### src/rtl/core/scb_pkg.sv
// shared types, constants and blend functions for the sprite coverage blend core
`timescale 1ns / 1ps

package scb_pkg;

  // queue depth between the front and the back (two entries or more)
  localparam int unsigned QueueDepth = 2;

  // colour field masks and coverage constants
  localparam logic [7:0] RedMask  = 8'hE0;
  localparam logic [7:0] GrnMask  = 8'h1C;
  localparam logic [7:0] BluMask  = 8'h03;
  localparam logic [2:0] CodeFull = 3'd7;
  localparam logic [2:0] CodeNone = 3'd0;

  // reciprocal of seven scaled by 256, exact for dividends up to 49
  localparam logic [11:0] Div7Mul = 12'd37;

  // how one pixel is to be produced
  typedef enum logic [1:0] {
    KIND_FG,
    KIND_MIX,
    KIND_PASS
  } pix_kind_e;

  // one pixel operation
  typedef struct packed {
    pix_kind_e   kind;
    logic [2:0]  code;
    logic [7:0]  bg;
  } pix_op_t;

  // one queued sprite byte, one or two pixels
  typedef struct packed {
    logic    two;
    pix_op_t first;
    pix_op_t second;
  } pix_job_t;

  // sort a coverage code into pass, foreground or blend
  function automatic pix_kind_e classify(input logic [2:0] code);
    pix_kind_e kind;
    if (code == CodeFull) begin
      kind = KIND_PASS;
    end else if (code == CodeNone) begin
      kind = KIND_FG;
    end else begin
      kind = KIND_MIX;
    end
    return kind;
  endfunction

  // truncating divide by seven for values up to 49
  function automatic logic [2:0] div7(input logic [5:0] x);
    logic [11:0] p;
    p = 12'(x) * Div7Mul;
    return p[10:8];
  endfunction

  // blend one channel of up to three bits
  function automatic logic [2:0] mix_channel(input logic [2:0] bgc, input logic [2:0] fgc,
                                             input logic [2:0] code);
    logic [5:0] sum;
    sum = 6'(bgc) * 6'(code) + 6'(fgc) * 6'(CodeFull - code);
    return div7(sum);
  endfunction

  // blend a whole RRRGGGBB pixel
  function automatic logic [7:0] blend_pixel(input logic [7:0] bg, input logic [7:0] fg,
                                             input logic [2:0] code);
    logic [2:0] r;
    logic [2:0] g;
    logic [2:0] b;
    logic [7:0] bgm;
    logic [7:0] fgm;
    logic [7:0] bgg;
    logic [7:0] fgg;
    logic [7:0] bgb;
    logic [7:0] fgb;
    bgm = bg & RedMask;
    fgm = fg & RedMask;
    bgg = bg & GrnMask;
    fgg = fg & GrnMask;
    bgb = bg & BluMask;
    fgb = fg & BluMask;
    r = mix_channel(bgm[7:5], fgm[7:5], code);
    g = mix_channel(bgg[4:2], fgg[4:2], code);
    b = mix_channel({1'b0, bgb[1:0]}, {1'b0, fgb[1:0]}, code);
    return {r, g, b[1:0]};
  endfunction

endpackage

### src/rtl/core/scb_front.sv
// front end: takes sprite bytes and turns them into classified pixel jobs
`timescale 1ns / 1ps

module scb_front (
  input  logic                in_valid_i,
  output logic                in_ready_o,
  input  logic [7:0]          sprite_byte_i,
  input  logic [7:0]          bg_first_i,
  input  logic [7:0]          bg_second_i,
  input  logic [1:0]          pixel_count_i,
  output logic                push_valid_o,
  input  logic                push_ready_i,
  output scb_pkg::pix_job_t   push_job_o
);
  import scb_pkg::*;

  logic [2:0] code_first;
  logic [2:0] code_second;

  // coverage codes, unused sprite bits dropped
  assign code_first  = sprite_byte_i[7:5];
  assign code_second = sprite_byte_i[3:1];

  // a byte with no valid pixel is taken but never queued
  assign in_ready_o   = push_ready_i;
  assign push_valid_o = in_valid_i && (pixel_count_i != 2'd0);

  // build the job, a count of three behaves as two
  always_comb begin
    push_job_o.two         = pixel_count_i[1];
    push_job_o.first.kind  = classify(code_first);
    push_job_o.first.code  = code_first;
    push_job_o.first.bg    = bg_first_i;
    push_job_o.second.kind = classify(code_second);
    push_job_o.second.code = code_second;
    push_job_o.second.bg   = bg_second_i;
  end

endmodule

### src/rtl/core/scb_queue.sv
// short job queue between front and back
`timescale 1ns / 1ps

module scb_queue #(
  parameter int unsigned Depth = scb_pkg::QueueDepth
) (
  input  logic                clk_i,
  input  logic                rst_ni,
  input  logic                push_valid_i,
  output logic                push_ready_o,
  input  scb_pkg::pix_job_t   push_job_i,
  output logic                pop_valid_o,
  input  logic                pop_ready_i,
  output scb_pkg::pix_job_t   pop_job_o,
  output logic [$clog2(Depth+1)-1:0] fill_o
);
  import scb_pkg::*;

  localparam int unsigned PtrW = $clog2(Depth);
  localparam int unsigned CntW = $clog2(Depth + 1);
  localparam logic [PtrW-1:0] LastPtr = PtrW'(Depth - 1);
  localparam logic [CntW-1:0] FullCnt = CntW'(Depth);

  pix_job_t        store_q [Depth];
  logic [PtrW-1:0] wr_ptr_q, wr_ptr_d;
  logic [PtrW-1:0] rd_ptr_q, rd_ptr_d;
  logic [CntW-1:0] cnt_q, cnt_d;
  logic            push;
  logic            pop;

  // handshake
  assign push_ready_o = (cnt_q != FullCnt);
  assign pop_valid_o  = (cnt_q != '0);
  assign push         = push_valid_i && push_ready_o;
  assign pop          = pop_valid_o && pop_ready_i;
  assign pop_job_o    = store_q[rd_ptr_q];
  assign fill_o       = cnt_q;

  // pointer and fill count update
  always_comb begin
    wr_ptr_d = wr_ptr_q;
    rd_ptr_d = rd_ptr_q;
    cnt_d    = cnt_q;
    if (push) begin
      wr_ptr_d = (wr_ptr_q == LastPtr) ? '0 : wr_ptr_q + PtrW'(1);
    end
    if (pop) begin
      rd_ptr_d = (rd_ptr_q == LastPtr) ? '0 : rd_ptr_q + PtrW'(1);
    end
    if (push && !pop) begin
      cnt_d = cnt_q + CntW'(1);
    end else if (pop && !push) begin
      cnt_d = cnt_q - CntW'(1);
    end
  end

  // control registers
  always_ff @(posedge clk_i or negedge rst_ni) begin
    if (!rst_ni) begin
      wr_ptr_q <= '0;
      rd_ptr_q <= '0;
      cnt_q    <= '0;
    end else begin
      wr_ptr_q <= wr_ptr_d;
      rd_ptr_q <= rd_ptr_d;
      cnt_q    <= cnt_d;
    end
  end

  // entry storage
  always_ff @(posedge clk_i) begin
    if (push) begin
      store_q[wr_ptr_q] <= push_job_i;
    end
  end

endmodule

### src/rtl/core/scb_back.sv
// back end: walks the pixels of each job through the blend unit into the output register
`timescale 1ns / 1ps

module scb_back (
  input  logic                clk_i,
  input  logic                rst_ni,
  input  logic [7:0]          fg_color_i,
  input  logic                pop_valid_i,
  output logic                pop_ready_o,
  input  scb_pkg::pix_job_t   pop_job_i,
  output logic                out_valid_o,
  input  logic                out_ready_i,
  output logic [7:0]          pixel_out_o,
  output logic                last_of_item_o
);
  import scb_pkg::*;

  pix_job_t   job_q, job_d;
  logic       busy_q, busy_d;
  logic       second_q, second_d;
  logic       out_valid_q, out_valid_d;
  logic [7:0] pixel_q, pixel_d;
  logic       last_q, last_d;
  pix_op_t    cur_op;
  logic       cur_last;
  logic       advance;
  logic       load;
  logic [7:0] blend_px;

  // pick the pending pixel of the held job
  assign cur_op   = second_q ? job_q.second : job_q.first;
  assign cur_last = second_q || !job_q.two;
  assign advance  = busy_q && (!out_valid_q || out_ready_i);
  assign load     = !busy_q || (advance && cur_last);
  assign pop_ready_o = load;

  // blend unit
  always_comb begin
    blend_px = blend_pixel(cur_op.bg, fg_color_i, cur_op.code);
    unique case (cur_op.kind)
      KIND_PASS: pixel_d = cur_op.bg;
      KIND_MIX:  pixel_d = blend_px;
      KIND_FG:   pixel_d = fg_color_i;
      default:   pixel_d = fg_color_i;
    endcase
  end

  // job sequencing and output register
  always_comb begin
    job_d       = job_q;
    busy_d      = busy_q;
    second_d    = second_q;
    out_valid_d = out_valid_q;
    last_d      = cur_last;
    if (out_valid_q && out_ready_i) begin
      out_valid_d = 1'b0;
    end
    if (advance) begin
      out_valid_d = 1'b1;
      if (cur_last) begin
        busy_d = 1'b0;
      end else begin
        second_d = 1'b1;
      end
    end
    if (load && pop_valid_i) begin
      job_d    = pop_job_i;
      busy_d   = 1'b1;
      second_d = 1'b0;
    end
  end

  // control registers
  always_ff @(posedge clk_i or negedge rst_ni) begin
    if (!rst_ni) begin
      busy_q      <= 1'b0;
      second_q    <= 1'b0;
      out_valid_q <= 1'b0;
    end else begin
      busy_q      <= busy_d;
      second_q    <= second_d;
      out_valid_q <= out_valid_d;
    end
  end

  // payload registers
  always_ff @(posedge clk_i) begin
    job_q <= job_d;
    if (advance) begin
      pixel_q <= pixel_d;
      last_q  <= last_d;
    end
  end

  assign out_valid_o    = out_valid_q;
  assign pixel_out_o    = pixel_q;
  assign last_of_item_o = last_q;

endmodule

### src/rtl/core/sprite_coverage_blend_rgb332_core.sv
// top level of the sprite coverage blend core for RRRGGGBB pixels
`timescale 1ns / 1ps

// Each accepted sprite byte gives one output pixel per valid pixel (one or two), and the
// core delivers one pixel per cycle while the output is not stalled; the single blend
// unit in the back end sets that rate. A byte with a pixel count of zero is taken and
// dropped. Bytes are classified on entry and wait in a short queue, so input transfers
// carry on while the output is stalled until the queue fills. Pixels pass through the
// queue, job register and output register. The foreground colour register is written
// through its own port; the user must write it only while idle, not enforced by the core.

module sprite_coverage_blend_rgb332_core #(
  parameter int unsigned QueueDepth = scb_pkg::QueueDepth
) (
  input  logic       clk_i,
  input  logic       rst_ni,
  input  logic       cfg_valid_i,
  output logic       cfg_ready_o,
  input  logic [7:0] fg_color_i,
  input  logic       in_valid_i,
  output logic       in_ready_o,
  input  logic [7:0] sprite_byte_i,
  input  logic [7:0] bg_first_i,
  input  logic [7:0] bg_second_i,
  input  logic [1:0] pixel_count_i,
  output logic       out_valid_o,
  input  logic       out_ready_i,
  output logic [7:0] pixel_out_o,
  output logic       last_of_item_o
);
  import scb_pkg::*;

  localparam int unsigned CntW = $clog2(QueueDepth + 1);

  logic [7:0]      fg_color_q;
  logic            push_valid;
  logic            push_ready;
  pix_job_t        push_job;
  logic            pop_valid;
  logic            pop_ready;
  pix_job_t        pop_job;
  logic [CntW-1:0] fill;

  // foreground colour register
  assign cfg_ready_o = 1'b1;
  always_ff @(posedge clk_i or negedge rst_ni) begin
    if (!rst_ni) begin
      fg_color_q <= '0;
    end else if (cfg_valid_i && cfg_ready_o) begin
      fg_color_q <= fg_color_i;
    end
  end

  // front end
  scb_front u_front (
    .in_valid_i    (in_valid_i),
    .in_ready_o    (in_ready_o),
    .sprite_byte_i (sprite_byte_i),
    .bg_first_i    (bg_first_i),
    .bg_second_i   (bg_second_i),
    .pixel_count_i (pixel_count_i),
    .push_valid_o  (push_valid),
    .push_ready_i  (push_ready),
    .push_job_o    (push_job)
  );

  // job queue
  scb_queue #(
    .Depth (QueueDepth)
  ) u_queue (
    .clk_i        (clk_i),
    .rst_ni       (rst_ni),
    .push_valid_i (push_valid),
    .push_ready_o (push_ready),
    .push_job_i   (push_job),
    .pop_valid_o  (pop_valid),
    .pop_ready_i  (pop_ready),
    .pop_job_o    (pop_job),
    .fill_o       (fill)
  );

  // back end
  scb_back u_back (
    .clk_i          (clk_i),
    .rst_ni         (rst_ni),
    .fg_color_i     (fg_color_q),
    .pop_valid_i    (pop_valid),
    .pop_ready_o    (pop_ready),
    .pop_job_i      (pop_job),
    .out_valid_o    (out_valid_o),
    .out_ready_i    (out_ready_i),
    .pixel_out_o    (pixel_out_o),
    .last_of_item_o (last_of_item_o)
  );

  // a byte with no valid pixel never reaches the queue
  assert property (@(posedge clk_i) disable iff (!rst_ni)
    (in_valid_i && in_ready_o && pixel_count_i == 2'd0) |-> !push_valid)
    else $error("zero-count byte queued");

  // queue fill never exceeds its depth
  assert property (@(posedge clk_i) disable iff (!rst_ni)
    fill <= CntW'(QueueDepth))
    else $error("queue overfilled");

  // the second pixel of a byte follows its first without a gap
  assert property (@(posedge clk_i) disable iff (!rst_ni)
    (out_valid_o && out_ready_i && !last_of_item_o) |=> out_valid_o)
    else $error("second pixel missing after first transfer");

endmodule

### config.mk
export PLATFORM = sky130hd
export DESIGN_NAME = sprite_coverage_blend_rgb332_core
export DESIGN_NICKNAME = d
export VERILOG_FILES = /design/src/rtl/core/scb_pkg.sv /design/src/rtl/core/scb_front.sv /design/src/rtl/core/scb_queue.sv /design/src/rtl/core/scb_back.sv /design/src/rtl/core/sprite_coverage_blend_rgb332_core.sv
export SDC_FILE = /design/constraint.sdc
export NUM_CORES = 1
export LEC_CHECK = 0
export BUFFER_PORTS_ARGS = -buffer_cell sky130_fd_sc_hd__buf_2
export CORE_MARGIN = 1
export CORE_UTILIZATION = 30
export CTS_CLUSTER_SIZE = 25
export DETAILED_ROUTE_END_ITERATION = 10
export PLACE_DENSITY_LB_ADDON = 0.08
export SYNTH_ARGS = -nofsm -noshare
export SYNTH_HDL_FRONTEND = slang
export SYNTH_HIERARCHICAL = 1
export SYNTH_SLANG_ARGS = --single-unit
### constraint.sdc
create_clock -name clk_i -period 12.1 [get_ports clk_i]
set_input_delay 3.63 -clock clk_i [delete_from_list [all_inputs] [get_ports clk_i]]
set_output_delay 3.63 -clock clk_i [all_outputs]
set_load 0.02 [all_outputs]
==> metrics <==
total CTS buffers 9; clock buffer depth 2; height of the die 151 µm; met1 usage between 10 and 15%; Site Rows 54; Peak Freq 152 MHz; CP Capture Type flop; final hold viol count 0; Seq/Total Area, Yosys 46.2%; Yosys reg bits ~110; EDFF count, synth 90; largest family of logic cells by synthesized area adder cells; Syn Nets 634; synthesized area 0.00667 mm²; fill cell count 2170; synthesized area per cell approximately 14 µm²; RSZ-0062 raised after global routing false; Synth Area in Compound Gates 4.45%; post-synth cell types 52; Least-Margin Pin Slew 727 ps; H-tree depth 3; Crit path arrival time 6670 ps; skew final 12.7 ps; post-CTS resize count 0; Yosys top cell area share 40.5%; routed len/inst 15.0 µm; slowest stage delay, CP roughly 580 ps; layout cell share with drive strength beyond 1 23.0%; Reg2Reg Setup Slack between 5000 and 6000 ps; total setup buffers inserted after CTS 0; CP startpoint kind flop; vias per cell 4.41; Mapped Cells 493; area of the die approximately 0.023 mm²; post-synthesis mux area share 10.1%; largest area contributor in the netlist edfxtp_1; drt first pass iters 4; Starting Density between 30% and 40%; CTS clk-pin slew, worst paths 80 ps; Max-cap violations 0; Post-synth ARST share between 10% and 20%; min-delay worst type flop to flop; met3 Usage GRT 1.69%; TritonCTS Sinks 105; vias in the first global route 3810; antenna viol nets, final 0; total number of vias roughly 3600; diodes inserted 0; Post-Place Worst Slack 5410 ps; CP Data Required Time ~12000 ps; status finished, final reports clean; main area contributors after synthesis edfxtp_1, ha_1, fa_1; Sequential Area 0.00308 mm²; port bufs between 40 and 50; root buf cell clkbuf_16; antenna violations before repair 0; global route hottest layer met2; Yosys Warn Count 6; GR Util All Layers 11.7%; number of I/O pins roughly 50; Detailed Route Iter0 Violations 83; kind of critical path flop to flop; fin area 0.00731 mm²; final setup violating endpoints 0; Core ar. 0.0218 mm²; DRC 0; CTS tree yes; global-route wire length before repair ~20000 µm; largest net degree at the start of global routing 29; Adder-Cell Fraction of Synth Area 21.7%; Crit path top cell by count ha_1; Area Growth Syn to Fin 9.69%; final HPWL from detailed placement 8980 µm; area of the multi-input gates 0.00312 mm²; Setup TNS 0 ps; clock latency on the worst-skew pair approximately 350 ps; met2 usage 19.9%; Final WS setup between 5000 and 6000 ps; area post-placement around 0.0070 mm²; count of pins over their slew limit 0; Layout Nets 663; GPL Wtd Cong between 0.7 and 0.8; Max-slew headroom between 50% and 60%; part of the cycle the worst path needs 54.5%; xor/xnor cell area share of the yosys netlist 3.21%; Total Routed Length between 10000 and 15000 µm; fin crit period 6600 ps; Primary FF master, synth edfxtp_1; cts hold-fix bufs 0; Crit-path slowest cell mux2i_4; maximum fanout along the worst path 16; Post-Synth Simple-Gate Area 7.21%; total global routing overflow 0; Die Wd 151 µm
-- cell type report --
cell class | instances | share of cell area, %
flip-flops and latches | 105 | 42.1
clock buffers | 9 | 3.08
well taps | 280 | 4.79
multi-input cells | 311 | 42.7
inverters | 42 | 2.16
clock inverters | 7 | 1.32
repair buffers | 53 | 3.83
-- per-layer routing --
layer	wire (µm)	part of all wire (%)
met1	5720	47
met2	5940	49
met3	228	1.9
met4	225	1.9
met5	0	0
-- sequential cells by signal, summed over array words and instances, names as in the netlist --
signal / flops
u_queue/store_q: 54
u_back/job_q: 27
fg_color_q: 8
u_back/pixel_out_o: 8
u_queue/fill_o: 2
u_back/busy_q: 1
u_back/last_of_item_o: 1
u_back/out_valid_o: 1
u_back/second_q: 1
u_queue/rd_ptr_q: 1
u_queue/wr_ptr_q: 1
-- critical path: cells and delay by family (launching register included) --
family / cells / cell delay (ps)
xor gates and xnor gates: 2 / 410
adders and majority gates: 9 / 3290
DFF: 1 / 320
AOI/OAI and AO/OA: 6 / 940
and+or+nand+nor: 2 / 240
buffers and inverters: 5 / 540
muxes: 1 / 580
-- stage by stage --
stage / hold slack [ps] / util [%] / cells
floorplan: 456 / - / 493
global placement: 481 / 32.0 / 791
detailed placement: 483 / 32.0 / 791
CTS: 504 / 33.5 / 807
global route: 515 / 33.5 / 807
finish: 499 / 33.5 / 807
-- final timing paths --
path	to	depth (start not counted)	from
worst max-delay path	u_back/pixel_out_o[3]	25	u_back/second_q
worst min-delay path	u_back/out_valid_o	1	u_back/busy_q
worst max register to register	u_back/pixel_out_o[3]	25	u_back/second_q
worst min register to register	u_back/out_valid_o	1	u_back/busy_q
max in group asynchronous	fg_color_q[6]	1	rst_ni
min in group asynchronous	u_queue/wr_ptr_q	1	rst_ni
-- kinds of logic after synthesis --
| logic type | count (synthesis) |
|---|---|
| flip-flops | 105 |
| adder cells (fa/ha/maj) | 102 |
| AND/OR/NAND/NOR | 94 |
| buffers and inverters | 77 |
| multiplexers | 48 |
| AO/OA/AOI/OAI | 43 |
| XOR/XNOR | 22 |
| other | 2 |
-- layout by cell type, fill, tap and decap left out, types with 6 or more instances in the layout --
| master | Yosys | routed |
|---|---|---|
| xnor2_1 | 12 | 12 |
| clkbuf_16 | 0 | 9 |
| nor2_1 | 25 | 24 |
| a21oi_1 | 10 | 10 |
| ha_1 | 79 | 79 |
| mux2_2 | 8 | 8 |
| inv_1 | 40 | 40 |
| nand2_1 | 23 | 23 |
| edfxtp_1 | 90 | 90 |
| a21o_1 | 8 | 8 |
| xor2_1 | 8 | 8 |
| fa_1 | 23 | 23 |
| mux2i_1 | 8 | 8 |
| nand2b_1 | 10 | 10 |
| and2_1 | 16 | 16 |
| buf_4 | 27 | 6 |
| mux2_4 | 28 | 28 |
| buf_2 | 1 | 47 |
| dfrtp_1 | 15 | 15 |
-- synth_stat cells (3+ instances only) --
cell type	instances
inv_1	40
mux2_2	8
a21oi_1	10
o21ai_1	4
nand2b_1	10
a21oi_2	3
dfrtp_1	15
nand3_1	3
nor2_1	25
fa_1	23
a21o_1	8
nand2_1	23
and2_1	16
nor2b_1	3
or2_1	3
ha_1	79
mux2i_4	3
a31oi_1	3
edfxtp_1	90
buf_4	27
buf_6	3
mux2_4	28
mux2i_1	8
buf_12	3
xnor2_1	12
xor2_1	8
Power is not shown: default switching activity piles up to over one toggle a cycle in this logic, so the estimate is an artifact.
